### config.mk
export PLATFORM = sky130hd
export DESIGN_NAME = mvma_fifo
export DESIGN_NICKNAME = d
export VERILOG_FILES = /design/src/mvma_fifo.sv
export SDC_FILE = /design/constraint.sdc
export NUM_CORES = 1
export LEC_CHECK = 0
export ABC_CLOCK_PERIOD_IN_PS = 2250
export BUFFER_PORTS_ARGS = -buffer_cell sky130_fd_sc_hd__buf_2
export CORE_UTILIZATION = 55
export DETAILED_ROUTE_END_ITERATION = 10
export PLACE_DENSITY_LB_ADDON = 0.25
export SYNTH_ARGS = -nofsm -noshare
export SYNTH_HDL_FRONTEND = slang
export SYNTH_SLANG_ARGS = --single-unit
export TNS_END_PERCENT = 5
### constraint.sdc
create_clock -name clk -period 2.25 [get_ports clk]
set_clock_uncertainty 0.1 [all_clocks]
set_input_delay 0.45 -clock clk [delete_from_list [all_inputs] [get_ports clk]]
set_output_delay 0.45 -clock clk [all_outputs]
set_load 0.01 [all_outputs]
### src/mvma_fifo.sv
// ============================================================================
// mvma_fifo: small register queue
// Flip-flop FIFO with registered count; full and empty come from the count.
// ============================================================================
module mvma_fifo #(
    parameter int DEPTH = 4,
    parameter int WIDTH = 8
) (
    input  logic                       clk,
    input  logic                       rst_n,
    input  logic                       wr_en,
    input  logic [WIDTH-1:0]           wr_data,
    input  logic                       rd_en,
    output logic [WIDTH-1:0]           rd_data,
    output logic [$clog2(DEPTH+1)-1:0] count,
    output logic                       full,
    output logic                       empty
);

    localparam int PW = (DEPTH > 1) ? $clog2(DEPTH) : 1;
    localparam int CW = $clog2(DEPTH + 1);

    logic [WIDTH-1:0] slot_reg [DEPTH];
    logic [PW-1:0]    head_reg;
    logic [PW-1:0]    tail_reg;
    logic [CW-1:0]    count_reg;
    logic             do_wr;
    logic             do_rd;

    assign full  = (count_reg == CW'(DEPTH));
    assign empty = (count_reg == '0);
    assign do_wr = wr_en && !full;
    assign do_rd = rd_en && !empty;

    // Advance the pointers and the count
    always_ff @(posedge clk or negedge rst_n)
    begin
        if (!rst_n)
        begin
            head_reg  <= '0;
            tail_reg  <= '0;
            count_reg <= '0;
        end
        else
        begin
            if (do_wr)
            begin
                tail_reg <= (tail_reg == PW'(DEPTH - 1)) ? '0 : tail_reg + 1'b1;
            end
            if (do_rd)
            begin
                head_reg <= (head_reg == PW'(DEPTH - 1)) ? '0 : head_reg + 1'b1;
            end
            if (do_wr && !do_rd)
            begin
                count_reg <= count_reg + 1'b1;
            end
            else if (do_rd && !do_wr)
            begin
                count_reg <= count_reg - 1'b1;
            end
        end
    end

    // Store the incoming word
    always_ff @(posedge clk)
    begin
        if (do_wr)
        begin
            slot_reg[tail_reg] <= wr_data;
        end
    end

    assign rd_data = slot_reg[head_reg];
    assign count   = count_reg;

endmodule

# Yosys cells after proc, flatten, opt, wreduce, memory -nomap -nowiden
# Memory sizes are Yosys's and may differ from the RTL's.
# Cells that the tools add are included.
[totals] inputBits=12 out_inout_bits=13 reg_bits=7 mem_count=1 mem_bits_rw=32 elab_cells=27
[op_classes] add_sub_neg=4 n_mux=6 n_eq_ne=3 n_reduce_logical=10
[memory_table] memory="slot_reg" words=4 width=8 rd=1 rd_ports_with_merged_regs=0 write_ports=1 line="23" text="logic [WIDTH-1:0] slot_reg [DEPTH];"
[ops] cell="$mux 3" n=2
[ops] cell="$add 2x1->2 const B" n=2
[ops] cell="$eq 2x2->1 const B" n=2
[ops] cell="$logic_and 1x1->1" n=4
[ops] cell="$logic_not 1->1" n=4
[ops] cell="$mux 2" n=2
[ops] cell="$add 3x1->3 const B" n=1
[ops] cell="$eq 3x3->1 const B" n=1
[ops] cell="$logic_not 3->1" n=1
[ops] cell="$sub 3x1->3 const B" n=1
[ops] cell="$mux 1" n=2
[ops] cell="$reduce_bool 2->1" n=1

# Logic depth before layout (Yosys ltp)
# Gate-level depths: netlist of the first run.
[depth] ltp_word=7 ltp_mapped=8

# Worst setup path before layout of the first run
# Ideal clock, no wire load.
[synth_path] path_kind="flip-flop to flip-flop" startpoint="register count_reg[0] (netlist: count[0])" endpoint="register count_reg[2] (netlist: count[2])" synth_period_minus_slack_ns=2.230 required_time_ns=2.071 path_stages_with_launch=9 setup_ns=0.079 path_slack_ns=0.020 path_buffers=0 arrival_time_ns=2.051 path_cell_list="dfrtp_1 -> nor3_1 -> nand2b_4 -> ha_1 -> inv_1 -> fa_1 -> xor2_1 -> nor2_1 -> xor2_1"
[synth_between] elab_chain_cells=6 word_cells_on_any_way=15 classes_between="2 x add/sub; 1 x eq/ne; 2 x mux; 10 x reduce/logical"
[synth_rtl] element="start, declared" line="26" text="logic [CW-1:0] count_reg;"
[synth_rtl] element="start signal, assigned" line="56" text="count_reg <= count_reg + 1'b1;"
[synth_rtl] element="start signal, assigned" line="60" text="count_reg <= count_reg - 1'b1;"
[synth_rtl] element="$logic_not 3->1 (*)" line="31" text="assign empty = (count_reg == '0);"
[synth_rtl] element="named net empty" line="17" text="output logic empty"
[synth_rtl] element="$logic_not 1->1 (*)" line="33" text="assign do_rd = rd_en && !empty;"
[synth_rtl] element="$logic_and 1x1->1 (*)" line="33"
[synth_rtl] element="$logic_not 1->1" line="54" text="if (do_wr && !do_rd)"
[synth_rtl] element="$logic_and 1x1->1" line="54"
[synth_rtl] element="$mux 3 / $reduce_bool 2->1 (equally long branches)"
# Mark *: on every way through the listed nets, which the timed path passes. The rest lies on a longest branch. The select of a mux whose other input is x is not followed.
# A chain may end at the register's enable or synchronous reset.

# Worst setup path after layout of the first run
[layout_path] startpoint="register head_reg[0]" endpoint="output rd_data[0]"
[layout_between] elab_chain_cells=1
[layout_rtl] element="start, declared" line="24" text="logic [PW-1:0] head_reg;"
[layout_rtl] element="start signal, assigned" line="52" text="head_reg <= (head_reg == PW'(DEPTH - 1)) ? '0 : head_reg + 1'b1;"
[layout_rtl] element="$mem_v2 4x8"
[layout_rtl] element="end, declared" line="14" text="output logic [WIDTH-1:0] rd_data,"
# No other way between the ends.

==> impl_metrics.tcl, run 1 <==
set metrics [dict create \
    synth_cells 79 \
    slowest_delay_ns 0.56 \
    slew_viol_final 0 \
    final_hold_viol_count 0 \
    gp_congestion 0.642 \
    cap_violations 0 \
    synthesis.area_mm2 0.00162 \
    via_per_inst 5.59 \
    cts_buffers 5 \
    synth_fp_nets 98 \
    dpl_worst_slack_ns 0.164 \
    drt-total-wl_um 2330 \
    start_util_pct 58.2 \
    critPathCaptureType "output port" \
    first_pass_iters 4 \
    drc 0 \
    cts_tree "built" \
    tightest_slew_ns 0.450 \
    grt_setup_unrepaired "false" \
    reg2regPathDepth 8 \
    setup_viol 0 \
    finalSetupTns_ns 0 \
    ys_top_cells_by_area "edfxtp_1 (59%), mux4_2 (11%), dfrtp_1 (11%)" \
    stdcell_area_mm2 0.00184 \
    p_per_area_mw_per_mm2 1250 \
    vias 794 \
    whs_ns 0.222 \
    ys_warn_count 0 \
    pin_count 25 \
    worstPathArrival_ns 1.58 \
    required_ns 1.70 \
    finalCritPeriodShare_pct 94.5 \
    syn_to_final_growth_pct 13.7 \
    fmax_mhz 470 \
    overflow 0 \
    min_path_cells 1 \
    crit_chain "mux4_2 > buf_2" \
    worst-setup-path-type "register to output port" \
    cp_num_buf_inv 1 \
    switchingPower_uw 740 \
    holdCritPathClass "primary input to register" \
    grt_max_degree 13 \
    largest_reg_flops 32 \
    syn_avg_cell_area_um2 20.5 \
    status "complete, no violations" \
    yosys.area_share.adder_pct 5.88 \
    p_comb_share_pct 35.0 \
    synth-seq-cells 39 \
    slowest_stage "dfrtp_4" \
    postLayoutCoreUtil_pct 66.1 \
    period_minus_slack_ns 2.13 \
    synth-xor-area-share_pct 1.62 \
    internal_power_mw 1.56 \
    grt_pass1_vias 809 \
    die_w_um 56.2 \
    yosysTopAreaCellShare_pct 59.4 \
    die_y_um 56.2 \
    floorplan.rows 19 \
    cp_top_family "flip-flops" \
    dieArea_mm2 0.00316 \
    ys_seq_area_share_pct 70.2 \
    pwr-share-seq_pct 50.6 \
    swShare_pct 32.2 \
    p_leak_nw 0.715 \
    dr.first_iter.drc_count 22 \
    ant_nets 0 \
    maxSlewHeadroom_pct 70.0 \
    io_buffers 24 \
    core_area_mm2 0.00278 \
    fin_nets 129 \
    path_max_fanout 11 \
    synth-compound-area-share_pct 0 \
    setup_slack_ns 0.124 \
    numClockSinks 39 \
    routedWlPerCell_um 16.4 \
    antenna_found_initial 0 \
    startpoint_type "register" \
    cts-root-buf "clkbuf_4" \
    synth_area_leader_cell "edfxtp_1" \
    postCtsSetupRepairBufs 0 \
    clkLatencyLatePin_ns 0.34 \
    layout-drive-gt1-share_pct 43.2 \
    path_depth 2 \
    synthSimpleGateAreaFrac_pct 5.49 \
    diodes 0 \
    place_area_mm2 0.00178 \
    max-clock-path-buffers 2 \
    detailed_place_hpwl_um 1590 \
    synthMuxAreaShare_pct 15.5 \
    power_frac_clock_pct 14.4 \
    yosysUniqueCellTypes 19 \
    htree_levels 2 \
    grt_pass1_wl_um 3920 \
    synth_top_family_by_area "multiplexers" \
    clk_pin_slew_worst_paths_ns 0.11 \
    ir_drop_v 0.00105 \
    grt.total_usage_pct 17.8 \
]
[worst reg2reg max path: cells and delay by family, from the launching register on]
family	cells	cell delay, ns
AND/OR/NAND/NOR	3	0.54
flip-flops	1	0.48
XOR/XNOR	2	0.29
adder cells (fa/ha/maj)	2	0.57
buffers and inverters	1	0.06
[power groups by stage]
| stage | clock, mW | sequential, mW | combinational, mW |
|---|---|---|---|
| 3_3_place_gp | 0 | 1.17 | 0.794 |
| 2_1_floorplan | 0 | 1.09 | 0.636 |
| 4_1_cts | 0.342 | 1.17 | 0.817 |
| 6_report | 0.332 | 1.16 | 0.805 |
| 3_5_place_dp | 0 | 1.18 | 0.817 |
| 5_1_grt | 0.374 | 1.20 | 0.882 |
[cells in the mapped netlist]
cell type	instances
and2_1	3
buf_2	1
clkbuf_1	1
dfrtp_1	7
edfxtp_1	32
fa_1	1
ha_1	6
inv_1	3
mux2_2	1
mux2_4	4
mux4_2	8
nand2_1	1
nand2b_4	1
nor2_1	4
nor2b_4	1
nor3_1	1
nor3b_4	1
xnor2_1	1
xor2_1	2
[final timing paths]
kind | start | to | slack, ns
hold / removal | wr_data[3] | slot_reg[3][3]$_DFFE_PP_ | 0.22
hold reg to reg | count[2]$_DFFE_PN0P_ | count[2]$_DFFE_PN0P_ | 0.45
max in group asynchronous | rst_n | head_reg[0]$_DFFE_PN0P_ | 1.52
min in group asynchronous | rst_n | count[2]$_DFFE_PN0P_ | 0.35
setup / recovery | head_reg[0]$_DFFE_PN0P_ | rd_data[0] | 0.12
setup reg to reg | count[0]$_DFFE_PN0P_ | count[2]$_DFFE_PN0P_ | 0.14
[cell families (layout without fill, tap and decap cells)]
family,after synthesis,count (layout)
xor+xnor,3,3
fa+ha+maj,7,7
buf+inv,5,37
flops,39,39
mux,13,13
simple gates,12,12
[metrics by stage]
stage / power (mW) / cells
2_1_floorplan: 1.73 / 79
3_3_place_gp: 1.96 / 133
3_5_place_dp: 1.99 / 133
4_1_cts: 2.33 / 142
5_1_grt: 2.45 / 142
6_report: 2.30 / 142
[placed cells by master, fill, tap and decap left out, types with 3 or more instances in the layout]
cell type   n
buf_2      24
nor2_1      4
mux2_4      4
dfrtp_1     6
inv_1       3
and2_1      3
clkbuf_4    5
mux4_2      8
ha_1        6
edfxtp_1   32
[layer usage]
layer / wire length, um / global-route usage (%) / share of wire, % / up-vias
met4: 47 / 7.32 / 2.0 / 0
met3: 128 / 7.44 / 5.5 / 6
met2: 1170 / 28.4 / 50 / 29
met1: 988 / 21.5 / 42 / 397
li1: - / - / - / 362
met5: 0 / 0 / 0 / -
[what timing repair did]
action / CTS / global route
setup endpoints to repair: 8 / 7
gates cloned: 0 / 0
hold endpoints to repair: 7 / 0
hold buffers: 1 / 0
gates resized for setup: 1 / 1
[layout make-up]
type | count | area (um^2)
clock buffers | 6 | 41.3
well taps | 31 | 38.8
flip-flops and latches | 39 | 1140
repair buffers | 26 | 138
clock inverters | 2 | 8.76
fillers | 193 | 942
multi-input cells | 35 | 462
inverters | 3 | 11.3
(Power assumes the default switching activity.)
==> run 2, diff against run 1 <==
--- a/config.mk
+++ b/config.mk
@@ -7,9 +7,10 @@
 export LEC_CHECK = 0
 export ABC_CLOCK_PERIOD_IN_PS = 2250
 export BUFFER_PORTS_ARGS = -buffer_cell sky130_fd_sc_hd__buf_2
-export CORE_UTILIZATION = 55
+export CORE_UTILIZATION = 45
 export DETAILED_ROUTE_END_ITERATION = 10
 export PLACE_DENSITY_LB_ADDON = 0.25
+export RECOVER_POWER = 50
 export SYNTH_ARGS = -nofsm -noshare
 export SYNTH_HDL_FRONTEND = slang
 export SYNTH_SLANG_ARGS = --single-unit
==> run 2 against run 1 <==
  * Clock power rose by 72%
  * Combinational power rose by 2%
  * Register-to-register slack improved by 0.03 ns
  * Via count fell by 0.76%
  * Core utilization fell by 9.8 points
  * Non-clock buffer count did not move
  * Maximum frequency fell by 1.4%
  * Critical endpoint is now rd_data[6]
  * Die area rose by 21%
  * First-iteration DRC count rose by 23%
  * Cell area rose by 3.7%
==> impl_metrics.tcl, run 2 (same netlist as run 1, synthesis figures left out) <==
set metrics [dict create \
    routedWlPerCell_um 15.8 \
    cts-root-buf "clkbuf_4" \
    drt-total-wl_um 2480 \
    worstPathArrival_ns 1.61 \
    cts_buffers 5 \
    numClockSinks 39 \
    grt_setup_unrepaired "true" \
    first_pass_iters 4 \
    p_leak_nw 0.711 \
    pin_count 25 \
    grt.total_usage_pct 16.1 \
    die_y_um 62.0 \
    clk_pin_slew_worst_paths_ns 0.11 \
    vias 788 \
    detailed_place_hpwl_um 1700 \
    critPathCaptureType "output port" \
    grt_max_degree 13 \
    clkLatencyLatePin_ns 0.35 \
    ir_drop_v 0.000534 \
    tightest_slew_ns 0.527 \
    p_per_area_mw_per_mm2 1340 \
    grt_pass1_vias 833 \
    holdCritPathClass "primary input to register" \
    dr.first_iter.drc_count 27 \
    start_util_pct 47.7 \
    die_w_um 62.0 \
    cap_violations 0 \
    required_ns 1.70 \
    layout_common_cells "edfxtp_1 (32), buf_2 (13), clkbuf_1 (11)" \
    final_hold_viol_count 0 \
    overflow 0 \
    finalCritPeriodShare_pct 95.8 \
    slew_viol_final 0 \
    dp_cells 148 \
    via_per_inst 5.02 \
    maxSlewHeadroom_pct 64.8 \
    setup_viol 0 \
    drc 0 \
    layout_commonest_cell "edfxtp_1" \
    instances_no_fill 157 \
    antenna_found_initial 0 \
    ant_nets 0 \
    cts_tree "built" \
    fmax_mhz 464 \
    gp_congestion 0.679 \
    largest_reg_flops 32 \
    fillers 269 \
    htree_levels 2 \
    core_area_mm2 0.00339 \
    syn_to_final_growth_pct 17.9 \
    dieArea_mm2 0.00384 \
    max-clock-path-buffers 2 \
    status "complete, no violations" \
    worst-setup-path-type "register to output port" \
    io_buffers 24 \
    finalSetupTns_ns 0 \
    layout-drive-gt1-share_pct 35.1 \
    period_minus_slack_ns 2.16 \
    grt_pass1_wl_um 3950 \
    path_max_fanout 11 \
    floorplan.rows 21 \
    startpoint_type "register" \
    fin_nets 129 \
    diodes 0 \
]
run 2: changes by cell type in the layout (fill, tap and decap cells not counted), sizes merged:
cell	delta
clkbuf	+10
clkinv	-2
buf	-10
bufinv	+2
run 2: report_power, final:
group / internal [mW] / leakage (nW) / switching, mW
clock network: 0.347 / 0.0525 / 0.224
logic: 0.471 / 0.284 / 0.348
registers: 0.984 / 0.374 / 0.190
run 2: area by class of cell:
class,instances,area (um^2),area share (%)
clock buffer,6,41.3,2.16
inverter,3,11.3,0.590
tap,46,57.6,3.02
sequential,39,1140,59.7
multi-input combinational,35,463,24.3
clock inverter,2,60.1,3.15
timing repair buffer,26,135,7.08
run 2: layer usage:
layer	track usage (%)	vias up	routed length, um
li1	-	361	-
met1	17.5	405	1010
met2	27.8	15	1330
met3	6.21	7	87
met4	7.62	0	48
met5	0	-	0
run 2: final timing paths:
path	start	endpoint	slack (ns)	depth (start not counted)
worst min-delay path	wr_data[6]	slot_reg[2][6]$_DFFE_PP_	0.25	1
max in group asynchronous	rst_n	head_reg[0]$_DFFE_PN0P_	1.29	2
worst max-delay path	head_reg[0]$_DFFE_PN0P_	rd_data[6]	0.09	2
worst min register to register	count[2]$_DFFE_PN0P_	count[2]$_DFFE_PN0P_	0.46	1
min in group asynchronous	rst_n	tail_reg[0]$_DFFE_PN0P_	0.44	2
worst max register to register	count[1]$_DFFE_PN0P_	count[2]$_DFFE_PN0P_	0.17	8
run 2: critical path, cell delays in order (launching register included):
cell	delay [ns]
dfrtp_4	0.56
mux4_2	0.56
buf_6	0.14
run 2: stage by stage:
step | power (mW) | util (%) | instance area [um^2] | worst slack [ns] | hold slack (ns)
finish | 2.56 | 56.3 | 1910 | 0.0943 | 0.253
global route | 2.75 | 56.3 | 1910 | -0.00753 | 0.251
CTS | 2.59 | 56.3 | 1910 | 0.0480 | 0.196
detailed placement | 2.01 | 52.9 | 1790 | 0.131 | 0.196
global placement | 1.96 | 52.9 | 1790 | 0.215 | 0.193
floorplan | 1.73 | - | 1620 | 0.0200 | 0.0544
run 2: what timing repair did:
action                                  in CTS  in global routing
hold buffers                                 1                  0
endpoints found under the setup margin       8                  3
resized for setup                            2                  3
setup buffers                                0                  0
endpoints found under the hold margin        7                  0
