File: config.mk
export PLATFORM = sky130hd
export DESIGN_NAME = mvma_cfg
export DESIGN_NICKNAME = d
export VERILOG_FILES = /design/src/mvma_pkg.sv /design/src/mvma_cfg.sv
export SDC_FILE = /design/constraint.sdc
export NUM_CORES = 1
export LEC_CHECK = 0
export CAP_MARGIN = 20
export CORE_AREA = 4 4 41 43
export CTS_BUF_LIST = sky130_fd_sc_hd__clkbuf_16
export CTS_CLUSTER_DIAMETER = 100
export DETAILED_ROUTE_END_ITERATION = 16
export DIE_AREA = 0 0 45 47
export DONT_BUFFER_PORTS = 1
export GPL_ROUTABILITY_DRIVEN = 0
export MAX_ROUTING_LAYER = met4
export SLEW_MARGIN = 15
export SYNTH_ARGS = -nofsm -noshare
export SYNTH_HDL_FRONTEND = slang
export SYNTH_SLANG_ARGS = --single-unit
File: constraint.sdc
create_clock -name clk -period 1.3 [get_ports clk]
set_clock_uncertainty 0.1 [all_clocks]
set_input_delay 0.26 -clock clk [delete_from_list [all_inputs] [get_ports clk]]
set_output_delay 0.26 -clock clk [all_outputs]
set_load 0.02 [all_outputs]
File: src/mvma_pkg.sv
// ============================================================================
// mvma_pkg: shared types and constants for the matrix-vector MAC block
// Holds register codes, reset values, queue sizes and the result word layout.
// ============================================================================
package mvma_pkg;

    // Default sizes
    localparam int MAX_COLUMNS_DEF = 64;
    localparam int MID_DEPTH_DEF   = 4;
    localparam int OUT_DEPTH_DEF   = 8;

    // Configuration port address width (two registers at 0 and 4)
    localparam int PADDR_W = 3;

    // Register indexes, decoded from paddr[2]
    localparam logic REG_ELEMENT_WIDTH = 1'b0;
    localparam logic REG_COLUMN_COUNT  = 1'b1;

    // Register reset values
    localparam logic [1:0] ELEMENT_WIDTH_RST = 2'd2;
    localparam logic [6:0] COLUMN_COUNT_RST  = 7'd64;

    // Matrix element width modes; the unused code acts as 32-bit
    typedef enum logic [1:0] {
        WIDTH_8  = 2'd0,
        WIDTH_16 = 2'd1,
        WIDTH_32 = 2'd2
    } elem_width_t;

    // Input word commands
    typedef enum logic {
        CMD_LOAD   = 1'b0,
        CMD_MATRIX = 1'b1
    } command_t;

    // One finished row as it waits in the result queue
    typedef struct packed {
        logic [63:0] row_sum;
        logic [15:0] row_number;
        logic        last_row;
    } result_t;

    // Width of one front-to-back queue word for a given store address width
    function automatic int entry_width(int aw);
        return 1 + 1 + aw + 64 + 32 + 1 + 1 + 16;
    endfunction

endpackage

File: src/mvma_cfg.sv
// ============================================================================
// mvma_cfg: configuration registers
// APB-style register file holding the element width mode and column count.
// ============================================================================
module mvma_cfg (
    input  logic                        clk,
    input  logic                        rst_n,
    input  logic                        psel,
    input  logic                        penable,
    input  logic                        pwrite,
    input  logic [mvma_pkg::PADDR_W-1:0] paddr,
    input  logic [31:0]                 pwdata,
    output logic [31:0]                 prdata,
    output logic                        pready,
    output logic [1:0]                  element_width,
    output logic [6:0]                  column_count
);

    logic [1:0] width_reg;
    logic [6:0] count_reg;
    logic       wr_fire;

    // Write completes in the access phase
    assign wr_fire = psel && penable && pwrite;
    assign pready  = 1'b1;

    // Hold the register values
    always_ff @(posedge clk or negedge rst_n)
    begin
        if (!rst_n)
        begin
            width_reg <= mvma_pkg::ELEMENT_WIDTH_RST;
            count_reg <= mvma_pkg::COLUMN_COUNT_RST;
        end
        else if (wr_fire)
        begin
            if (paddr[2] == mvma_pkg::REG_COLUMN_COUNT)
            begin
                count_reg <= pwdata[6:0];
            end
            else
            begin
                width_reg <= pwdata[1:0];
            end
        end
    end

    // Read back the addressed register
    always_comb
    begin
        if (paddr[2] == mvma_pkg::REG_COLUMN_COUNT)
        begin
            prdata = {25'd0, count_reg};
        end
        else
        begin
            prdata = {30'd0, width_reg};
        end
    end

    assign element_width = width_reg;
    assign column_count  = count_reg;

endmodule

# After elaboration in Yosys (flattened, before gate mapping)
# Cells that the tools add are included.
[classes]
mux = 1
bitwise = 1
n_reduce_logical = 4
[op_table]
columns = ["op", "count"]
rows = [
  ["2-to-1 mux 7 bit", 1],
  ["AND reduction 2 bit", 2],
  ["logical AND 1 bit", 2],
  ["NOT 1 bit", 1],
]
[totals]
register_bits = 9
inputBits = 40
output_inout_bits = 42
elab_cells = 8

# Depth between registers and ports, before layout
# Gate-level depths: netlist of the first run.
[depth]
depth_word = 3
ltp_mapped = 3
depth_no_buf = 2

# Worst setup path before layout of the first run
# Ideal clock, no wire load.
[synth_timing]
path_kind = "register to output"
start = "register count_reg[6] (netlist: column_count[6])"
end = "output prdata[6]"
arrival_time_ps = 819
required_ps = 940
setup_slack_ps = 121
path_stages_with_launch = 2
cell_sequence = "dfstp_2 -> and2_1"
[synth_between]
elab_chain_len = 1
[synth_rtl]
columns = ["element", "line", "text"]
rows = [
  ["from (decl)", "mvma_cfg.sv:20", "logic [6:0] count_reg;"],
  ["from (signal assigned)", "mvma_cfg.sv:33", "count_reg <= mvma_pkg::COLUMN_COUNT_RST;"],
  ["from (signal assigned)", "mvma_cfg.sv:39", "count_reg <= pwdata[6:0];"],
  ["2-to-1 mux 7 bit", "mvma_cfg.sv:51", "if (paddr[2] == mvma_pkg::REG_COLUMN_COUNT)"],
  ["to (decl)", "mvma_cfg.sv:13", "output logic [31:0] prdata,"],
]
# Every way passes these cells.

# Worst setup path in the final report of the first run
[layout_timing]
start = "register width_reg[1] (netlist: element_width[1])"
end = "output prdata[1]"
[layout_between]
elab_chain_len = 1
[layout_rtl]
columns = ["element", "line", "text"]
rows = [
  ["from (decl)", "mvma_cfg.sv:19", "logic [1:0] width_reg;"],
  ["from (signal assigned)", "mvma_cfg.sv:32", "width_reg <= mvma_pkg::ELEMENT_WIDTH_RST;"],
  ["from (signal assigned)", "mvma_cfg.sv:43", "width_reg <= pwdata[1:0];"],
  ["2-to-1 mux 7 bit", "mvma_cfg.sv:51", ""],
]
# Every way passes these cells.

==> results by group, run 1 <==
Final layout
  • Commonest non-fill, non-tap cell in the layout: conb_1
  • P&R area growth vs syn: 8.967%
  • Most frequent cells in the layout: 26 x conb_1, 9 x mux2_2, 6 x buf_4
  • Number of diodes: 0
  • Final Cell Area: approximately 700 sq um
  • Fin nets: 105
  • Share of layout cells above drive strength 1: 0.4844

CTS
  • Skew-Pair Late Insertion Delay: about 0.23 ns
  • Root Buffer: clkbuf_16
  • Clk slew on worst S/H paths: roughly 0.040 ns
  • Postcts setup bufs: 0
  • Max Buffers Root-to-Sink: 2
  • CTS tree: done
  • Clock net sink count: 9
  • CTS buffer count: 3
  • H-tree depth: 1

Floorplanning
  • Rows: 13
  • Die Footprint: 0.002115 sq mm
  • Die width: ~45 microns
  • Starting Density: 0.4933
  • I/O pin count: 82
  • Die Ht: around 47 microns
  • Core area: 0.001301 sq mm

Timing
  • Period minus WS final: 1.293 ns
  • Peak Freq: ~770 MHz
  • Setup-failing EPs final: 0
  • RSZ-0062 raised after global routing: true
  • Fin. max-slew vios: 0
  • Final setup margin: around 0.0067 ns
  • Final-report hold violation count: 0
  • Period utilization: 0.9949

Setup path
  • Worst-path cell chain: mux2_4
  • Crit. End Element: output pin
  • Crit path buf inv count: 0
  • Crit path required time: ~0.94 ns
  • CP Class: register to output pin
  • Crit Path Max Fanout: 2
  • Slowest CP cell: dfstp_2
  • Worst Path Arrival: approximately 0.93 ns
  • Setup crit start kind: register
  • Largest stage delay, worst path: around 0.52 ns
  • Top delay family on crit path: flip-flops

Power and ir drop
  • Leak pwr: roughly 0.36 nW
  • Worst VDD drop: between 1000 and 1500 uV
  • Pwr/cell area: roughly 1900 mW/mm^2

Route
  • Routed WL: just over 1 mm
  • Routed WL per cell: between 10 and 15 microns
  • Initial DRC count: 0
  • Via Count: around 340
  • First-pass iteration count of the detailed router: 1
  • DRC viols: 0
  • DRT antenna net count: 0
  • DR vias/cell: approximately 4.3

Place
  • Port-buffer cells: 0
  • Dpl hpwl: roughly 840 microns
  • Post-place setup slack: between 0.2 and 0.25 ns
  • Dpl cell area: 589.3 sq um

Global route
  • Wire length of the first global-routing pass: about 1.5 mm
  • Gr usage total: 0.1140
  • Vias in the first global route: roughly 340
  • GRT overflow: 0
  • Largest net degree at the start of global routing: 10
  • Antenna violations before repair: 0

Run status
  • Status: finished clean

Synthesis
  • Synth area leaders: buf_4 30%, dfrtp_1 27%, mux2_2 19%, dfstp_2 8.2%, and2_1 4.9%
  • Yosys Warn Count: 0
  • Share of Yosys cell area claimed by the top area cell type: 0.3041
  • Mapped Cells: 56
  • Sequential share of the synthesized area: 0.3548
  • Synth Cell Area: between 600 and 700 sq um
  • Synth Register Bits: 9
  • Yosys top cell by area: buf_4
  • Synth unique cells: 9
  • Average cell area after synthesis: around 11 sq um

Run
  • Max cap viols: 0

Worst hold path
  • Hold Crit Class: input pin to register
## final timing paths
kind	slack, ns	endpoint	startpoint	depth (start not counted)
max	0.007	prdata[1]	element_width[1]$_DFFE_PN1P_	1
min in group asynchronous	0.30	column_count[1]$_DFFE_PN0P_	rst_n	1
max reg2reg	0.29	element_width[0]$_DFFE_PN0P_	element_width[0]$_DFFE_PN0P_	2
min	0.08	column_count[4]$_DFFE_PN0P_	pwdata[4]	1
max in group asynchronous	0.48	element_width[1]$_DFFE_PN1P_	rst_n	1
min reg2reg	0.43	column_count[3]$_DFFE_PN0P_	column_count[3]$_DFFE_PN0P_	1
## final cells by class
cell class	instances	area (sq um)
multi-input cells	44	315.3
clock inverters	1	3.754
well taps	15	18.77
clock buffers	3	75.07
fillers	128	601.8
flip-flops and latches	9	231.5
repair buffers	7	55.05
## through the flow
| step | instances | power (W) | util | TNS, ns | hold WS [ns] |
|---|---|---|---|---|---|
| floorplan | 80 | 0.0007438 | - | 0 | -0.1356 |
| global placement | 74 | 0.0007587 | 0.4529 | 0 | -0.1354 |
| detailed placement | 74 | 0.0007642 | 0.4529 | 0 | -0.1353 |
| CTS | 79 | 0.001340 | 0.5337 | -0.004588 | 0.07041 |
| global route | 79 | 0.001401 | 0.5375 | -0.04104 | 0.06743 |
| finish | 79 | 0.001324 | 0.5375 | 0 | 0.07501 |
## synth_stat cells (all sizes together)
| cell type | count |
|---|---|
| nand4b | 1 |
| dfstp | 2 |
| conb | 2 |
| buf | 27 |
| nand4 | 1 |
| mux2 | 11 |
| dfrtp | 7 |
| and2 | 5 |
## power by group
group | switching, W | leakage (nW) | internal (W)
Combinational | 0.000224 | 0.214 | 0.000148
Clock | 0.000126 | 0.0423 | 0.000401
Sequential | 0.0000660 | 0.102 | 0.000358
## repair_timing
| action | 4_1_cts | 5_1_grt |
|---|---|---|
| hold buffers | 1 | 0 |
| hold endpoints to repair | 9 | 0 |
| endpoints found under the setup margin | 5 | 4 |
| gates cloned | 0 | 0 |
| pin swaps | 0 | 1 |
| gates resized for setup | 11 | 2 |
## per-layer routing
layer / vias to the layer above / global-route usage / share of wire
met5: - / - / 0
met4: 0 / 0.1053 / 0.033
met1: 152 / 0.09176 / 0.28
met3: 5 / 0.07280 / 0.20
li1: 145 / - / -
met2: 35 / 0.1751 / 0.49
## flip-flops by register name (all words and copies together), names as in the netlist
signal / flops
element_width: 2
column_count: 7
## logic make-up after synthesis
logic type / synth area share
DFF: 0.3548
buffers and inverters: 0.3216
muxes: 0.1930
other: 0.01170
and+or+nand+nor: 0.1189
Note: power is estimated with default switching activity, not from simulation.
==> run 2: changes to the inputs <==
CTS_BUF_LIST = default   (was sky130_fd_sc_hd__clkbuf_16)
==> results by group, run 2 (synthesized netlist as in run 1, its figures left out) <==
Run status
  • Status: finished, violations left
  • Failing checks: negative setup slack

Setup path
  • Slowest CP cell: dfstp_2
  • CP Class: register to output pin
  • Crit path required time: 0.94 ns
  • Setup crit start kind: register
  • Crit. End Element: output pin
  • Worst Path Arrival: about 0.96 ns
  • Worst-path cell chain: mux2_4
  • Largest stage delay, worst path: between 0.5 and 0.6 ns
  • Crit path buf inv count: 0
  • Crit Path Max Fanout: 2
  • Top delay family on crit path: flip-flops

CTS
  • Skew-Pair Late Insertion Delay: approximately 0.25 ns
  • Max Buffers Root-to-Sink: 2
  • Clock net sink count: 9
  • CTS tree: done
  • CTS buffer count: 3
  • Postcts setup bufs: 0
  • Clk slew on worst S/H paths: 0.06 ns
  • Root Buffer: clkbuf_4
  • H-tree depth: 1

Timing
  • Period minus WS final: about 1.3 ns
  • RSZ-0062 raised after global routing: true
  • Final-report hold violation count: 0
  • Peak Freq: 755.1 MHz
  • Final setup margin: -0.02441 ns
  • Fin. max-slew vios: 0
  • Period utilization: 1.019
  • Setup-failing EPs final: 3

Final layout
  • Number of diodes: 0
  • Most frequent cells in the layout: 26 x conb_1, 9 x mux2_2, 5 x buf_4
  • Fin util: 0.5000
  • Share of layout cells above drive strength 1: 0.4844
  • Commonest non-fill, non-tap cell in the layout: conb_1
  • Fin nets: ~110
  • Final Cell Area: between 600 and 700 sq um
  • Non-filler cells in the finished layout: 79
  • Largest register FFs: 7
  • P&R area growth vs syn: 1.364%

Place
  • Dpl hpwl: 842.2 microns
  • Placed cell count: 74
  • Port-buffer cells: 0
  • Dpl cell area: 589.3 sq um

Power and ir drop
  • Power Total: 0.001014 W
  • Leak pwr: 0.3318 nW
  • Worst VDD drop: around 940 uV
  • Pwr/cell area: ~1600 mW/mm^2

Floorplanning
  • Die Ht: roughly 47 microns
  • I/O pin count: 82
  • Core area: ~0.0013 sq mm
  • Starting Density: 0.4933
  • Rows: 13
  • Die Footprint: around 0.0021 sq mm
  • Die width: 45 microns

Global route
  • GRT overflow: 0
  • Gr usage total: 0.1073
  • Antenna violations before repair: 0
  • Vias in the first global route: 330
  • Wire length of the first global-routing pass: approximately 1.5 mm
  • Largest net degree at the start of global routing: 10

Route
  • First-pass iteration count of the detailed router: 2
  • Routed WL per cell: 13.24 microns
  • DRC viols: 0
  • DR vias/cell: approximately 4.3
  • Initial DRC count: 1
  • Routed WL: around 1.0 mm
  • DRT antenna net count: 0
  • Via Count: around 340

Run
  • Max cap viols: 0

Worst hold path
  • Hold Crit Class: input pin to register
==> run 2: final timing paths <==
kind / from / to / slack [ns] / depth (start not counted)
worst max-delay path: element_width[1]$_DFFE_PN1P_ / prdata[1] / -0.02 / 1
min in group asynchronous: rst_n / column_count[1]$_DFFE_PN0P_ / 0.27 / 1
worst max register to register: element_width[0]$_DFFE_PN0P_ / element_width[0]$_DFFE_PN0P_ / 0.29 / 2
max in group asynchronous: rst_n / element_width[1]$_DFFE_PN1P_ / 0.51 / 1
worst min register to register: column_count[3]$_DFFE_PN0P_ / column_count[3]$_DFFE_PN0P_ / 0.46 / 1
worst min-delay path: pwdata[0] / element_width[0]$_DFFE_PN0P_ / 0.05 / 1
==> run 2: area by class of cell <==
type                            instances  area [sq um]
Timing Repair Buffer                    7         58.81
Tap cell                               15         18.77
Fill cell                             135         650.6
Multi-Input combinational cell         44         315.3
Sequential cell                         9         231.5
Clock buffer                            4         26.28
==> run 2: stage by stage <==
stage | TNS (ns) | setup slack (ns) | hold WS (ns)
after floorplan | 0 | 0.1210 | -0.1356
after global routing | -0.2320 | -0.07505 | 0.02749
final | -0.05232 | -0.02441 | 0.04889
after detailed placement | 0 | 0.2015 | -0.1353
after CTS | -0.07009 | -0.03564 | 0.04469
after global placement | 0 | 0.2040 | -0.1354
==> run 2: routing by layer <==
metal	track usage	share of wire	up-vias
met2	0.1780	0.48	35
met5	-	0	-
met3	0.07663	0.19	2
met1	0.09647	0.33	155
met4	0.03509	0.0038	0
li1	-	-	147
==> run 2: what timing repair did <==
action                                  4_1_cts  5_1_grt
pin swaps                                     1        3
gates resized for setup                      13        1
hold buffers                                  1        0
endpoints found under the setup margin        6        8
hold endpoints to repair                      9        0
==> run 2: where the power goes <==
part / switching (W) / internal (W)
Combinational: 0.000225 / 0.000152
Clock: 0.0000951 / 0.000118
Sequential: 0.0000675 / 0.000356
==> run 3: changes to the inputs <==
MAX_ROUTING_LAYER = default   (was met4)
==> results by group, run 3 (synthesized netlist as in run 1, its figures left out) <==
Route
  • M1 WL: 320 microns
  • Routed WL: between 1 and 1.5 mm
  • DRT antenna net count: 0
  • Top routing layer in use: met3
  • DRC viols: 0
  • Routed WL per cell: between 10 and 15 microns
  • Routed wl met2: between 500 and 600 microns
  • Initial DRC count: 2
  • Via Count: approximately 340
  • First-pass iteration count of the detailed router: 2
  • Routed wl met3: roughly 210 microns
  • DR vias/cell: around 4.3

Power and ir drop
  • NetSw: between 0.0003 and 0.0004 W
  • Leak pwr: about 0.33 nW
  • Clock network power share: 0.210
  • Worst VDD drop: between 900 and 1000 uV
  • Sw Ratio: 0.3816
  • Pwr/cell area: around 1600 mW/mm^2
  • Sequential Power Share: 0.418
  • Gate power share: 0.372
  • Pint: 0.0006269 W
  • Power Total: a little over 0.001 W

Run status
  • Failing checks: negative setup slack
  • Status: finished, violations left

CTS
  • Postcts setup bufs: 0
  • CTS buffer count: 3
  • Root Buffer: clkbuf_4
  • Max Buffers Root-to-Sink: 2
  • Clk slew on worst S/H paths: ~0.060 ns
  • H-tree depth: 1
  • CTS tree: done
  • Clock net sink count: 9
  • Skew-Pair Late Insertion Delay: 0.25 ns

Setup path
  • Reg2reg start: element_width[0]$_DFFE_PN0P_
  • FF-to-FF path depth: 2
  • Crit Path Max Fanout: 2
  • Crit path required time: between 0.9 and 1 ns
  • Crit path buf inv count: 0
  • Top delay family on crit path: flip-flops
  • Setup crit start kind: register
  • Crit. End Element: output pin
  • Worst R2R End: element_width[0]$_DFFE_PN0P_
  • CP Class: register to output pin
  • Worst-path cell chain: mux2_4
  • Worst Path Arrival: 0.96 ns
  • Largest stage delay, worst path: roughly 0.53 ns
  • Flop2flop setup slack: approximately 0.29 ns
  • Slowest CP cell: dfstp_2

Timing
  • Peak Freq: around 760 MHz
  • RSZ-0062 raised after global routing: true
  • Final setup margin: -0.02385 ns
  • Fin. max-slew vios: 0
  • Period minus WS final: ~1.3 ns
  • Setup-failing EPs final: 3
  • Final-report hold violation count: 0
  • Period utilization: 1.018

Worst hold path
  • WHS Path Cells: 1
  • Hold Crit Class: input pin to register
  • Min-Delay Endpoint: element_width[0]$_DFFE_PN0P_
  • Hold Crit Start: pwdata[0]

Final layout
  • Number of diodes: 0
  • Commonest non-fill, non-tap cell in the layout: conb_1
  • Fillers: approximately 140
  • Fin nets: 105
  • Final Cell Area: approximately 650 sq um
  • Largest register FFs: 7
  • Fin util: 0.5000
  • Non-filler cells in the finished layout: 79
  • Share of layout cells above drive strength 1: 0.4844
  • P&R area growth vs syn: 1.364%
  • Most frequent cells in the layout: 26 x conb_1, 9 x mux2_2, 5 x buf_4

Run
  • Max cap viols: 0

Floorplanning
  • Die Ht: between 40 and 50 microns
  • Die Footprint: about 0.0021 sq mm
  • Rows: 13
  • I/O pin count: between 80 and 90
  • Core area: about 0.0013 sq mm
  • Starting Density: 0.4933
  • Die width: 45 microns

Global route
  • Vias in the first global route: 330
  • Antenna violations before repair: 0
  • GRT overflow: 0
  • Largest net degree at the start of global routing: 10
  • Wire length of the first global-routing pass: roughly 1.5 mm
  • Gr usage total: 0.1039

Place
  • Placed cell count: 74
  • Dpl hpwl: 842.2 microns
  • Post-place setup slack: 0.2015 ns
  • Dpl cell area: about 600 sq um
  • Port-buffer cells: 0
run 3: worst max path at each step:
stage | start | to | depth (start not counted)
final | element_width[1]$_DFFE_PN1P_ | prdata[1] | 1
after floorplan | column_count[6]$_DFFE_PN1P_ | prdata[6] | 1
after CTS | element_width[1]$_DFFE_PN1P_ | prdata[1] | 1
after global placement | column_count[5]$_DFFE_PN0P_ | prdata[5] | 1
after detailed placement | column_count[6]$_DFFE_PN1P_ | prdata[6] | 1
after global routing | element_width[1]$_DFFE_PN1P_ | prdata[1] | 1
run 3: cell type report:
type                       instances  area (sq um)  area share
tap                               15         18.77     0.02885
sequential                         9         231.5      0.3558
clock buffer                       4         26.28     0.04038
timing repair buffer               7         58.81     0.09038
multi-input combinational         44         315.3      0.4846
run 3: repair_timing:
item | CTS | global route
hold buffers | 1 | 0
hold endpoints to repair | 9 | 0
gates cloned | 0 | 0
pin swaps | 1 | 3
gates resized for setup | 13 | 1
endpoints found under the setup margin | 6 | 8
run 3: power by group through the flow:
| stage | clock network (W) | registers (W) | logic, W |
|---|---|---|---|
| floorplan | 0 | 0.000472 | 0.000271 |
| global placement | 0 | 0.000418 | 0.000341 |
| detailed placement | 0 | 0.000420 | 0.000344 |
| CTS | 0.000221 | 0.000425 | 0.000376 |
| global route | 0.000247 | 0.000434 | 0.000402 |
| finish | 0.000213 | 0.000424 | 0.000377 |
run 3: metal layers:
layer,track usage,vias up
met5,0,-
met4,0.03509,0
li1,-,147
met3,0.08429,0
met1,0.09176,156
met2,0.1780,35
run 3: metrics by stage:
stage	hold WS [ns]	setup TNS (ns)
after floorplan	-0.1356	0
after global placement	-0.1354	0
after detailed placement	-0.1353	0
after CTS	0.04469	-0.07009
after global routing	0.02749	-0.2328
final	0.04928	-0.04935
