**config.mk**
```make
export PLATFORM = sky130hd
export DESIGN_NAME = mvma_front
export DESIGN_NICKNAME = d
export VERILOG_FILES = /design/src/mvma_pkg.sv /design/src/mvma_front.sv
export SDC_FILE = /design/constraint.sdc
export NUM_CORES = 1
export LEC_CHECK = 0
export BUFFER_PORTS_ARGS = -buffer_cell sky130_fd_sc_hd__buf_2
export CELL_PAD_IN_SITES_DETAIL_PLACEMENT = 1
export CELL_PAD_IN_SITES_GLOBAL_PLACEMENT = 2
export CORE_MARGIN = 1.5
export CORE_UTILIZATION = 17
export CTS_BUF_LIST = sky130_fd_sc_hd__clkbuf_16
export DETAILED_ROUTE_END_ITERATION = 10
export GPL_TIMING_DRIVEN = 0
export PLACE_DENSITY_LB_ADDON = 0.1
export SYNTH_ARGS = -nofsm -noshare
export SYNTH_HDL_FRONTEND = slang
export SYNTH_SLANG_ARGS = --single-unit
```
**constraint.sdc**
```tcl
create_clock -name clk -period 3.37 [get_ports clk]
set_input_delay 0.337 -clock clk [delete_from_list [all_inputs] [get_ports clk]]
set_output_delay 0.337 -clock clk [all_outputs]
set_load 0.01 [all_outputs]
```
**src/mvma_pkg.sv**
```systemverilog
// ============================================================================
// mvma_pkg: shared types and constants for the matrix-vector MAC block
// Holds register codes, reset values, queue sizes and the result word layout.
// ============================================================================
package mvma_pkg;

    // Default sizes
    localparam int MAX_COLUMNS_DEF = 64;
    localparam int MID_DEPTH_DEF   = 4;
    localparam int OUT_DEPTH_DEF   = 8;

    // Configuration port address width (two registers at 0 and 4)
    localparam int PADDR_W = 3;

    // Register indexes, decoded from paddr[2]
    localparam logic REG_ELEMENT_WIDTH = 1'b0;
    localparam logic REG_COLUMN_COUNT  = 1'b1;

    // Register reset values
    localparam logic [1:0] ELEMENT_WIDTH_RST = 2'd2;
    localparam logic [6:0] COLUMN_COUNT_RST  = 7'd64;

    // Matrix element width modes; the unused code acts as 32-bit
    typedef enum logic [1:0] {
        WIDTH_8  = 2'd0,
        WIDTH_16 = 2'd1,
        WIDTH_32 = 2'd2
    } elem_width_t;

    // Input word commands
    typedef enum logic {
        CMD_LOAD   = 1'b0,
        CMD_MATRIX = 1'b1
    } command_t;

    // One finished row as it waits in the result queue
    typedef struct packed {
        logic [63:0] row_sum;
        logic [15:0] row_number;
        logic        last_row;
    } result_t;

    // Width of one front-to-back queue word for a given store address width
    function automatic int entry_width(int aw);
        return 1 + 1 + aw + 64 + 32 + 1 + 1 + 16;
    endfunction

endpackage

```
**src/mvma_front.sv**
```systemverilog
// ============================================================================
// mvma_front: input word classifier
// Accepts input words, tracks column and row position, narrows matrix
// elements and queues one command word per item for the back end.
// ============================================================================
module mvma_front #(
    parameter int MAX_COLUMNS = mvma_pkg::MAX_COLUMNS_DEF
) (
    input  logic                                   clk,
    input  logic                                   rst_n,
    input  logic                                   push,
    input  logic                                   command,
    input  logic [5:0]                             vector_index,
    input  logic signed [63:0]                     vector_value,
    input  logic signed [31:0]                     matrix_element,
    input  logic                                   end_of_matrix,
    input  logic [1:0]                             element_width,
    input  logic [6:0]                             column_count,
    input  logic                                   q_full,
    output logic                                   q_wr_en,
    output logic [mvma_pkg::entry_width($clog2(MAX_COLUMNS))-1:0] q_wr_data
);

    localparam int AW = $clog2(MAX_COLUMNS);
    localparam int CW = $clog2(MAX_COLUMNS + 1);
    localparam int EW = (CW > 7) ? CW : 7;

    typedef struct packed {
        logic               is_matrix;
        logic               store_wr;
        logic [AW-1:0]      addr;
        logic [63:0]        value;
        logic signed [31:0] elem;
        logic               row_end;
        logic               end_mark;
        logic [15:0]        row_number;
    } entry_t;

    logic [AW-1:0] pos_reg;
    logic [AW-1:0] pos_next;
    logic [15:0]   row_reg;
    logic [15:0]   row_next;
    logic          accept;
    logic          is_matrix;
    logic          row_end;
    logic [EW-1:0] count_ext;
    logic [EW-1:0] eff_count;
    logic [EW-1:0] pos_plus;
    logic signed [31:0] elem_ext;
    entry_t        entry;

    assign accept    = push && !q_full;
    assign is_matrix = (command == mvma_pkg::CMD_MATRIX);

    // Clamp the column count to 1 .. MAX_COLUMNS
    always_comb
    begin
        count_ext = EW'(column_count);
        if (count_ext == '0)
        begin
            eff_count = EW'(1);
        end
        else if (count_ext > EW'(MAX_COLUMNS))
        begin
            eff_count = EW'(MAX_COLUMNS);
        end
        else
        begin
            eff_count = count_ext;
        end
    end

    assign pos_plus = EW'(pos_reg) + 1'b1;
    assign row_end  = end_of_matrix || (pos_plus >= eff_count);

    // Narrow and sign-extend the matrix element
    always_comb
    begin
        case (element_width)
            mvma_pkg::WIDTH_8:  elem_ext = {{24{matrix_element[7]}}, matrix_element[7:0]};
            mvma_pkg::WIDTH_16: elem_ext = {{16{matrix_element[15]}}, matrix_element[15:0]};
            default:            elem_ext = matrix_element;
        endcase
    end

    // Step the column and row position on matrix words
    always_comb
    begin
        pos_next = pos_reg;
        row_next = row_reg;
        if (accept && is_matrix)
        begin
            if (row_end)
            begin
                pos_next = '0;
                row_next = end_of_matrix ? 16'd0 : row_reg + 16'd1;
            end
            else
            begin
                pos_next = AW'(pos_plus);
            end
        end
    end

    always_ff @(posedge clk or negedge rst_n)
    begin
        if (!rst_n)
        begin
            pos_reg <= '0;
            row_reg <= '0;
        end
        else
        begin
            pos_reg <= pos_next;
            row_reg <= row_next;
        end
    end

    // Build the queue word; loads beyond the store are dropped
    always_comb
    begin
        entry.is_matrix  = is_matrix;
        entry.store_wr   = !is_matrix && (int'(vector_index) < MAX_COLUMNS);
        entry.addr       = is_matrix ? pos_reg : AW'(vector_index);
        entry.value      = vector_value;
        entry.elem       = elem_ext;
        entry.row_end    = row_end;
        entry.end_mark   = end_of_matrix;
        entry.row_number = row_reg;
    end

    assign q_wr_en   = accept;
    assign q_wr_data = entry;

endmodule

```
# After elaboration in Yosys (flattened, before gate mapping)
# Cells that the tools add are included.
[op_classes] addsub=2 n_reduce_logical=8 order_cmp=2 n_eq_ne=1 mux=6
[ops] operator="32-bit one-hot mux with 2 select lines" n=1
[ops] operator="16-bit by 1-bit adder with 16-bit output, second input constant" n=1
[ops] operator="16-bit two-way mux" n=1
[ops] operator="7-bit two-way mux" n=2
[ops] operator="6-bit two-way mux" n=2
[ops] operator="6-bit by 1-bit adder with 7-bit output, second input constant" n=1
[ops] operator="7-bit >= comparator" n=1
[ops] operator="7-bit greater-than comparator, second input constant" n=1
[ops] operator="7-bit zero test" n=1
[ops] operator="2-bit by 1-bit == test with 1-bit output, second input constant" n=1
[ops] operator="1-bit logical AND" n=2
[ops] operator="1-bit zero test" n=2
[ops] operator="2-bit zero test" n=1
[ops] operator="2-bit AND reduction" n=1
[ops] operator="1-bit logical OR" n=1
[word_totals] register_bits=22 output_inout_bits=123

# Depth between registers and ports, before layout
# Gate-level depths: netlist (run 1).
[logic_depth] ltp_word=6 depth_mapped=11 depth_no_buf=10

# Worst setup path after synthesis (run 1)
# Ideal clock, no wire load.
[synth_timing] kind="reg2out" start="register pos_reg[0]" end="output q_wr_data[17] (netlist name)" slack_ps=861 t_arrival_ps=2172 path_stages_with_launch=11 path_cell_list="dfrtp_1 -> ha_1 -> nand3_1 -> xnor2_1 -> ha_1 -> a211o_1 -> o211ai_1 -> o211a_1 -> inv_1 -> clkbuf_1 -> buf_4"
[synth_between] elab_chain_len=3
[synth_rtl] element="start, declared" line="mvma_front.sv:39" text="logic [AW-1:0] pos_reg;"
[synth_rtl] element="start signal, assigned" line="mvma_front.sv:114" text="pos_reg <= pos_next;"
[synth_rtl] element="6-bit by 1-bit adder with 7-bit output" line="mvma_front.sv:73" text="assign pos_plus = EW'(pos_reg) + 1'b1;"
[synth_rtl] element="7-bit >= comparator" line="mvma_front.sv:74" text="assign row_end = end_of_matrix || (pos_plus >= eff_count);"
[synth_rtl] element="1-bit logical OR" line="mvma_front.sv:74"
[synth_rtl] element="end, declared" line="mvma_front.sv:21" text="output logic [mvma_pkg::entry_width($clog2(MAX_COLUMNS))-1:0] q_wr_data"
# Every way passes these cells.

# Worst setup path after layout (run 1)
# Same ends and word-level chain as after synthesis.

==> results of run 1 <==
## worst paths after layout
kind                       slack (ns)  cells after the start             to
setup reg to reg                 0.45                     11     row_reg[1]
max in group asynchronous        2.90                      1     pos_reg[0]
hold / removal                   0.07                      1     row_reg[7]
setup / recovery                 0.21                     11  q_wr_data[17]
hold reg to reg                  0.55                      2    row_reg[15]
min in group clk                 0.55                      2    row_reg[15]
## synthesized netlist by cell type, types with 6 or more instances
master	n	share of area
clkbuf_1	13	0.021
a21oi_1	6	0.013
a21o_1	17	0.055
dfrtp_1	22	0.24
mux2_2	6	0.029
nor3_1	6	0.013
buf_4	75	0.24
o21ai_0	22	0.047
ha_1	9	0.048
nor2_1	10	0.016
nand2_1	34	0.055
nand3_1	10	0.022
## where the power goes
part           internal [W]  leakage [nW]  switching (W)
clock              0.000236        0.0511       0.000105
sequential         0.000287         0.259      0.0000421
combinational      0.000207          1.60       0.000207
total              0.000730          1.91       0.000354
## metal layers
layer	wire length [um]	up-vias	part of all wire	GRT usage
met4	29	0	0.0033	0.01563
met5	0	-	0	0
met1	3383	1267	0.39	0.1259
met2	4797	117	0.55	0.2286
li1	-	1291	-	-
met3	575	2	0.065	0.02519
## worst max-delay path, stage by stage, from the launching register on
cell	delay, ns
dfrtp_2	0.43
ha_1	0.26
nand3_1	0.17
xnor2_2	0.19
ha_1	0.30
and4_1	0.16
o21ai_0	0.10
o211a_4	0.31
inv_1	0.09
buf_2	0.27
buf_4	0.15
buf_2	0.12
## layout make-up
cell class	instances	area, um2
sequential	22	551.8
inverter	4	15.01
tap	176	220.2
buffer	89	618.1
clock inverter	1	30.03
clock buffer	3	75.07
timing repair buffer	165	825.8
multi-input combinational	180	1159
fill	1643	9801
## stage by stage
stage                     hold slack, ns  std cells    util  total power, W
after CTS                        0.08884        640  0.2622        0.001105
after floorplan                  0.04141        295       -       0.0005695
final                            0.06616        640  0.2628        0.001084
after global placement            0.3688        636  0.2536       0.0007489
after detailed placement          0.3670        636  0.2536       0.0007521
after global routing              0.1083        640  0.2628        0.001157
## kinds of logic after synthesis
logic type               after synthesis  share of synthesized area
AND/OR/NAND/NOR                       95                     0.2098
buffers and inverters                 93                     0.2716
AO/OA/AOI/OAI                         65                     0.1850
flip-flops                            22                     0.2367
adder cells (fa/ha/maj)                9                    0.04841
multiplexers                           7                    0.03335
XOR/XNOR                               4                    0.01506
## cell usage in the layout, fill, tap and decap left out, types with 9 or more instances in the layout
cell and count:
nor2_1 10, nand3_1 10, clkbuf_1 12, dfrtp_1 21
a21o_1 17, buf_2 167, buf_4 75, o21ai_0 22
nand2_1 34, ha_1 9
## timing repair
action                                  in CTS  in global routing
gates resized for setup                      3                  3
pin swaps                                    0                  0
endpoints found under the setup margin       1                  1
setup buffers                                0                  0
==> out/metrics.yaml, run 1 <==
status: "completed"
cts_made_buffers: 3
crit_start: "pos_reg[0]"
vias_per_cell: 4.183
port_buffers: 165
pre_cts_slack_ns: 0.06516
hp-class: "in2async"
die_w_um: 120.0
die_area_um2: 14390
grt-ovfl-total: 0
antenna_cells: 0
yosysSeqAreaShare: 0.2367
worstMarginPinSlew_ns: 0.5792
drv_cap: 0
cp_max_fo: 10
slew_viol_final: 0
core_um2: 13300
yosys_warnings: 0
slew_headroom: 0.6138
clock-root-buffer: "clkbuf_16"
ir_drop_mv: 0.1391
tns_ns: 0
period_minus_slack_ns: 3.158
skew_ns: 0.002017
fin_nets: 591
netlist_area_um2: 2326
arrival_ns: 2.82
cp.required_ns: 3.03
drc: 0
clk_latency_ns: 0.26
cts_sinks: 22
gp_congestion: 0.7346
crit_type: "reg2out"
finalWirelength_mm: 8.786
grtUsageTotal: 0.1152
synthesis.nets: 421
drive_above_1_share: 0.5603
syn_area_per_cell_um2: 7.885
fp-row-count: 42
worstSetupEndpointType: "output port"
die_y_um: 120.0
grt_pass1_vias: 2696
avgRoutedWirePerCell_um: 13.73
largest_reg_flops: 16
max_freq_mhz: 316.7
cts_max_level: 1
synthFlopType: "dfrtp_1"
start_util: 0.1749
critPathLaunchType: "flip-flop"
setup_ws_ns: 0.2123
syn-instance-count: 295
hpwlAfterDp_mm: 7.181
grt_max_degree: 23
ant_nets: 0
synth_edf_count: 0
antenna_found_initial: 0
leakagePower_nw: 1.914
grt_pass1_wl_mm: 13.56
hold_viol_final: 0
final-setup-viol-count: 0
first_iter_violations: 45
cts_hold_buf: 0
place_area_um2: 3372
cts_buffer_depth: 2
cts.reportedPaths.clkPinSlew_ns: 0.06
drt_first_pass_iters: 4
cts_tree: "done"
rsz0062_at_grt: "no"
io_pins: 240
vias: 2677
r2r_start: "pos_reg[0]"
syn_to_final_growth_pct: 50.24
synthArstFlopShare: 1.000
ys_ff_latch: 22
post-route-period-util: 0.9370
synth_cell_types: 41
p_per_area_nw_per_um2: 310.1
final_area_um2: 3495
Power figures use the tool's default switching activity.
==> run 2, diff against run 1 <==
--- a/config.mk
+++ b/config.mk
@@ -13,6 +13,7 @@
 export CTS_BUF_LIST = sky130_fd_sc_hd__clkbuf_16
 export DETAILED_ROUTE_END_ITERATION = 10
 export GPL_TIMING_DRIVEN = 0
+export MAX_ROUTING_LAYER = met4
 export PLACE_DENSITY_LB_ADDON = 0.1
 export SYNTH_ARGS = -nofsm -noshare
 export SYNTH_HDL_FRONTEND = slang
==> run 2 against run 1 <==
Compared with the run above:
- hold slack unchanged
- design area unchanged
- highest routed layer unchanged
- critical path depth unchanged
- count of clock-buffer cells in the layout unchanged
- non-clock buffer count unchanged
- setup slack about the same
- die area unchanged
- clock skew unchanged
==> out/metrics.yaml, run 2 (same netlist as run 1, synthesis figures left out) <==
path_cells: "ha_1 > nand3_1 > xnor2_2 > ha_1 > and4_1 > o21ai_0 > o211a_4 > inv_1 > buf_2 > buf_4 > buf_2"
ir_drop_mv: 0.1391  # about the same
layout_commonest_cell: "buf_2"
slowest_stage: "dfrtp_2"
syn_to_final_growth_pct: 50.24  # unchanged
slew_viol_final: 0  # unchanged
rsz0062_at_grt: "no"
cts_sinks: 22  # unchanged
cp_max_fo: 10  # unchanged
cts_max_level: 1  # unchanged
post-cts-setup-buffer-count: 0  # unchanged
vias_per_cell: 4.183  # unchanged
grtUsageTotal: 0.1184  # +0.003233
fin_nets: 591  # unchanged
die_y_um: 120.0  # unchanged
p_per_area_nw_per_um2: 310.2  # about the same
worstSetupEndpointType: "output port"
tns_ns: 0  # unchanged
crit_type: "reg2out"
drc: 0  # unchanged
grt_pass1_vias: 2700  # +0.15%
status: "completed"
hpwlAfterDp_mm: 7.181  # unchanged
hold_viol_final: 0  # unchanged
clk_latency_ns: 0.26  # about the same
hp-class: "in2async"
largest_reg_flops: 16  # unchanged
gp_congestion: 0.7437  # +1.2%
post-place-cells: 636  # unchanged
power_w: 0.001084  # about the same
arrival_ns: 2.82  # about the same
critPathLaunchType: "flip-flop"
vias: 2677  # unchanged
grt_pass1_wl_mm: 13.54  # -0.15%
drt_first_pass_iters: 4  # unchanged
rr_worst_depth: 11  # unchanged
io_pins: 240  # unchanged
die_w_um: 120.0  # unchanged
cts_buffer_depth: 2  # unchanged
drive_above_1_share: 0.5603  # unchanged
r2r_start: "pos_reg[0]"
core_um2: 13300  # unchanged
finalWirelength_mm: 8.785  # about the same
antenna_cells: 0  # unchanged
cts_hold_buf: 0  # unchanged
reg2reg_to: "row_reg[1]"
max_freq_mhz: 316.7  # about the same
clock-root-buffer: "clkbuf_16"
cts_tree: "done"
fp-row-count: 42  # unchanged
final-setup-viol-count: 0  # unchanged
cts_made_buffers: 3  # unchanged
slew_headroom: 0.6138  # unchanged
drv_cap: 0  # unchanged
antenna_found_initial: 0  # unchanged
final_cell_mix: "buf_2 (167), buf_4 (75), nand2_1 (34), o21ai_0 (22), dfrtp_1 (21)"
first_iter_violations: 45  # unchanged
leakagePower_nw: 1.914  # unchanged
reg2reg_slack_ns: 0.45  # about the same
port_buffers: 165  # unchanged
start_util: 0.1749  # unchanged
period_minus_slack_ns: 3.157  # -0.0002240 ns
grt_max_degree: 23  # unchanged
cts.reportedPaths.clkPinSlew_ns: 0.06  # about the same
setup_ws_ns: 0.2125  # +0.0002240 ns
avgRoutedWirePerCell_um: 13.73  # about the same
cp.required_ns: 3.03  # about the same
post-route-period-util: 0.9369  # about the same
worstMarginPinSlew_ns: 0.5792  # unchanged
stdcell_count: 640  # unchanged
ant_nets: 0  # unchanged
die_area_um2: 14390  # unchanged
pre_cts_slack_ns: 0.06516  # unchanged
grt-ovfl-total: 0  # unchanged
skew_ns: 0.002017  # unchanged
post_cts_resized: 3  # unchanged
cpPeakStageDelay_ns: 0.43  # about the same
run 2: worst max-delay path by stage:
| stage | startpoint | end | depth (start not counted) |
|---|---|---|---|
| CTS | pos_reg[0] | q_wr_data[17] | 11 |
| floorplan | pos_reg[0] | q_wr_data[17] | 10 |
| global placement | pos_reg[0] | q_wr_data[17] | 11 |
| detailed placement | pos_reg[0] | q_wr_data[17] | 11 |
| finish | pos_reg[0] | q_wr_data[17] | 11 |
| global route | pos_reg[0] | q_wr_data[17] | 11 |
run 2: through the flow:
step                      area [um2]    util  hold WS, ns
after CTS                       3486  0.2622      0.08884
after global routing            3495  0.2628       0.1083
after detailed placement        3372  0.2536       0.3670
after global placement          3372  0.2536       0.3688
after floorplan                 2326       -      0.04141
final                           3495  0.2628      0.06616
run 2: critical path: cells and delay by family, from the launching register on:
family	cells	cell delay, ns
simple gates	2	0.33
xor+xnor	1	0.19
compound gates	2	0.41
fa+ha+maj	2	0.56
flops	1	0.43
buf+inv	4	0.63
run 2: area by class of cell:
type / instances / area (um2)
well taps: 176 / 220.2
clock inverters: 1 / 30.03
repair buffers: 165 / 825.8
fillers: 1643 / 9801
plain buffers: 89 / 618.1
inverters: 4 / 15.01
multi-input cells: 180 / 1159
flip-flops and latches: 22 / 551.8
clock buffers: 3 / 75.07
run 2: metal layers:
layer,routed length (um),GRT usage
met5,0,-
met4,29,0.01563
met3,537,0.02186
met2,4799,0.2286
met1,3418,0.1279
run 2: power by group:
part | leakage (nW) | switching [W] | total (W) | internal [W]
combinational | 1.60 | 0.000207 | 0.000414 | 0.000207
clock | 0.0511 | 0.000105 | 0.000341 | 0.000236
sequential | 0.259 | 0.0000421 | 0.000329 | 0.000287
==> run 3, diff against run 2 <==
--- a/config.mk
+++ b/config.mk
@@ -5,13 +5,13 @@
 export SDC_FILE = /design/constraint.sdc
 export NUM_CORES = 1
 export LEC_CHECK = 0
-export BUFFER_PORTS_ARGS = -buffer_cell sky130_fd_sc_hd__buf_2
-export CELL_PAD_IN_SITES_DETAIL_PLACEMENT = 1
+export CELL_PAD_IN_SITES_DETAIL_PLACEMENT = 2
 export CELL_PAD_IN_SITES_GLOBAL_PLACEMENT = 2
-export CORE_MARGIN = 1.5
-export CORE_UTILIZATION = 17
+export CORE_AREA = 2 2 94 96
 export CTS_BUF_LIST = sky130_fd_sc_hd__clkbuf_16
 export DETAILED_ROUTE_END_ITERATION = 10
+export DIE_AREA = 0 0 96 98
+export DONT_BUFFER_PORTS = 1
 export GPL_TIMING_DRIVEN = 0
 export MAX_ROUTING_LAYER = met4
 export PLACE_DENSITY_LB_ADDON = 0.1
==> run 3 against run 2 <==
Compared with the run above:
- total power down 17%
- setup slack gained 0.033 ns
- final cell count decreased by 36%
- maximum frequency increased by 1.1%
- first-iteration DRC count grew 98%
- critical endpoint unchanged
- core utilization up 4.1 points
==> out/metrics.yaml, run 3 (same netlist as run 1, synthesis figures left out) <==
worstMarginPinSlew_ns: 0.5711  # -0.008089 ns
port_buffers: 0  # -100%
hp-class: "in2async"
cp.required_ns: 3.03  # about the same
cts_tree: "done"
vias: 2094  # -22%
cts_made_buffers: 3  # unchanged
cts_max_level: 1  # unchanged
multi_input_area_um2: 1151  # -0.65%
r2r_start: "pos_reg[0]"
cts_buffer_depth: 2  # unchanged
die_area_um2: 9408  # -35%
ant_nets: 0  # unchanged
grt_pass1_vias: 2128  # -21%
slew_viol_final: 0  # unchanged
status: "completed"
grt-ovfl-total: 0  # unchanged
cp_max_fo: 10  # unchanged
final_cell_mix: "buf_4 (75), nand2_1 (34), o21ai_0 (22), dfrtp_1 (21), a21o_1 (17)"
largest_reg_flops: 16  # unchanged
cts_sinks: 22  # unchanged
arrival_ns: 2.79  # -0.03 ns
io_pins: 240  # unchanged
vias_per_cell: 5.132  # +23%
layout_commonest_cell: "buf_4"
avgRoutedWirePerCell_um: 19.23  # +40%
fillers: 998  # -39%
die_w_um: 96  # -20%
use_met2: 0.2863  # +0.05775
gp_congestion: 0.6760  # -9.1%
period_minus_slack_ns: 3.125  # -0.03285 ns
ff_latch_area_um2: 551.8  # unchanged
crit_start: "pos_reg[0]"
core_um2: 8466  # -36%
post-route-period-util: 0.9272  # -0.009746
rsz0062_at_grt: "no"
fp-row-count: 34  # -19%
drc: 0  # unchanged
clk_latency_ns: 0.25  # about the same
final_area_um2: 2576  # -26%
antenna_found_initial: 0  # unchanged
grt_max_degree: 23  # unchanged
hold_viol_final: 0  # unchanged
syn_to_final_growth_pct: 10.76
whs_ns: 0.5076  # +0.4415 ns
cts.reportedPaths.clkPinSlew_ns: 0.06  # about the same
fin_nets: 428  # -28%
clock-root-buffer: "clkbuf_16"
grt_pass1_wl_mm: 11.53  # -15%
grtUsageTotal: 0.1605  # +0.04210
leakagePower_nw: 1.249  # -35%
ir_drop_mv: 0.1466  # +5.4%
slew_headroom: 0.6192  # +0.005393
drt_first_pass_iters: 4  # unchanged
start_util: 0.2748  # +0.09981
drv_cap: 0  # unchanged
antenna_cells: 0  # unchanged
grt-busiest-layer: "met2"
first_iter_violations: 89  # +98%
p_per_area_nw_per_um2: 348.5  # +12%
worstSetupEndpointType: "output port"
final-setup-viol-count: 0  # unchanged
finalWirelength_mm: 7.846  # -11%
skew_ns: 0.002711  # +0.0006944 ns
place_area_um2: 2461  # -27%
critPathLaunchType: "flip-flop"
crit_type: "reg2out"
max_freq_mhz: 320.0  # +1.1%
die_y_um: 98  # -18%
hpwlAfterDp_mm: 6.387  # -11%
grt.met3_usage: 0.02623  # +0.004371
drive_above_1_share: 0.3133  # -0.2470
gr-usage-met1: 0.1935  # +0.06555
tns_ns: 0  # unchanged
run 3: path summary, 6_finish.rpt:
kind,depth (start not counted),slack (ns),to
worst max register to register,11,0.41,row_reg[1]
min in group clk,2,0.53,row_reg[4]
max in group asynchronous,2,2.70,pos_reg[0]
worst min register to register,2,0.58,pos_reg[5]
worst max-delay path,10,0.25,q_wr_data[17]
worst min-delay path,2,0.51,row_reg[9]
run 3: cell type report:
cell class                      count  area share
Multi-Input combinational cell    180      0.4468
Buffer                             89      0.2399
Sequential cell                    22      0.2142
Tap cell                          108     0.05245
Clock buffer                        3     0.02914
Timing Repair Buffer                2     0.01166
Inverter                            4    0.005828
run 3: where the power goes:
| group | internal (W) | leakage (nW) | switching, W |
|---|---|---|---|
| clock | 0.000157 | 0.0370 | 0.000103 |
| combinational | 0.000133 | 0.953 | 0.000165 |
| sequential | 0.000287 | 0.259 | 0.0000527 |
run 3: repair_timing:
item,4_1_cts,5_1_grt
endpoints found under the setup margin,1,4
setup buffers,0,0
pin swaps,0,0
resized for setup,2,2
hold endpoints to repair,22,0
hold buffers,2,0
run 3: metal layers:
metal  wire length [um]  share of wire
met1               3007           0.38
met2               4259           0.54
met3                552          0.070
met4                 26         0.0033
met5                  0              0
run 3: metrics by stage:
stage               setup WS, ns    util   power, W  std cells
finish                    0.2454  0.3043  0.0008979        408
global route             0.05335  0.3043  0.0009562        408
CTS                     0.005854  0.3033  0.0009081        408
detailed placement        0.1348  0.2907  0.0006376        403
global placement          0.1244  0.2907  0.0006301        403
floorplan                 0.8614       -  0.0005695        295
run 3: worst max-delay path, stage by stage, from the launching register on:
cell and delay, ns:
dfrtp_2 0.44, ha_1 0.25, nand3_1 0.14, xnor2_1 0.26, ha_1 0.29, a211o_1 0.26, o211ai_1 0.11, o211a_4 0.26
inv_1 0.08, clkbuf_2 0.22, buf_4 0.20
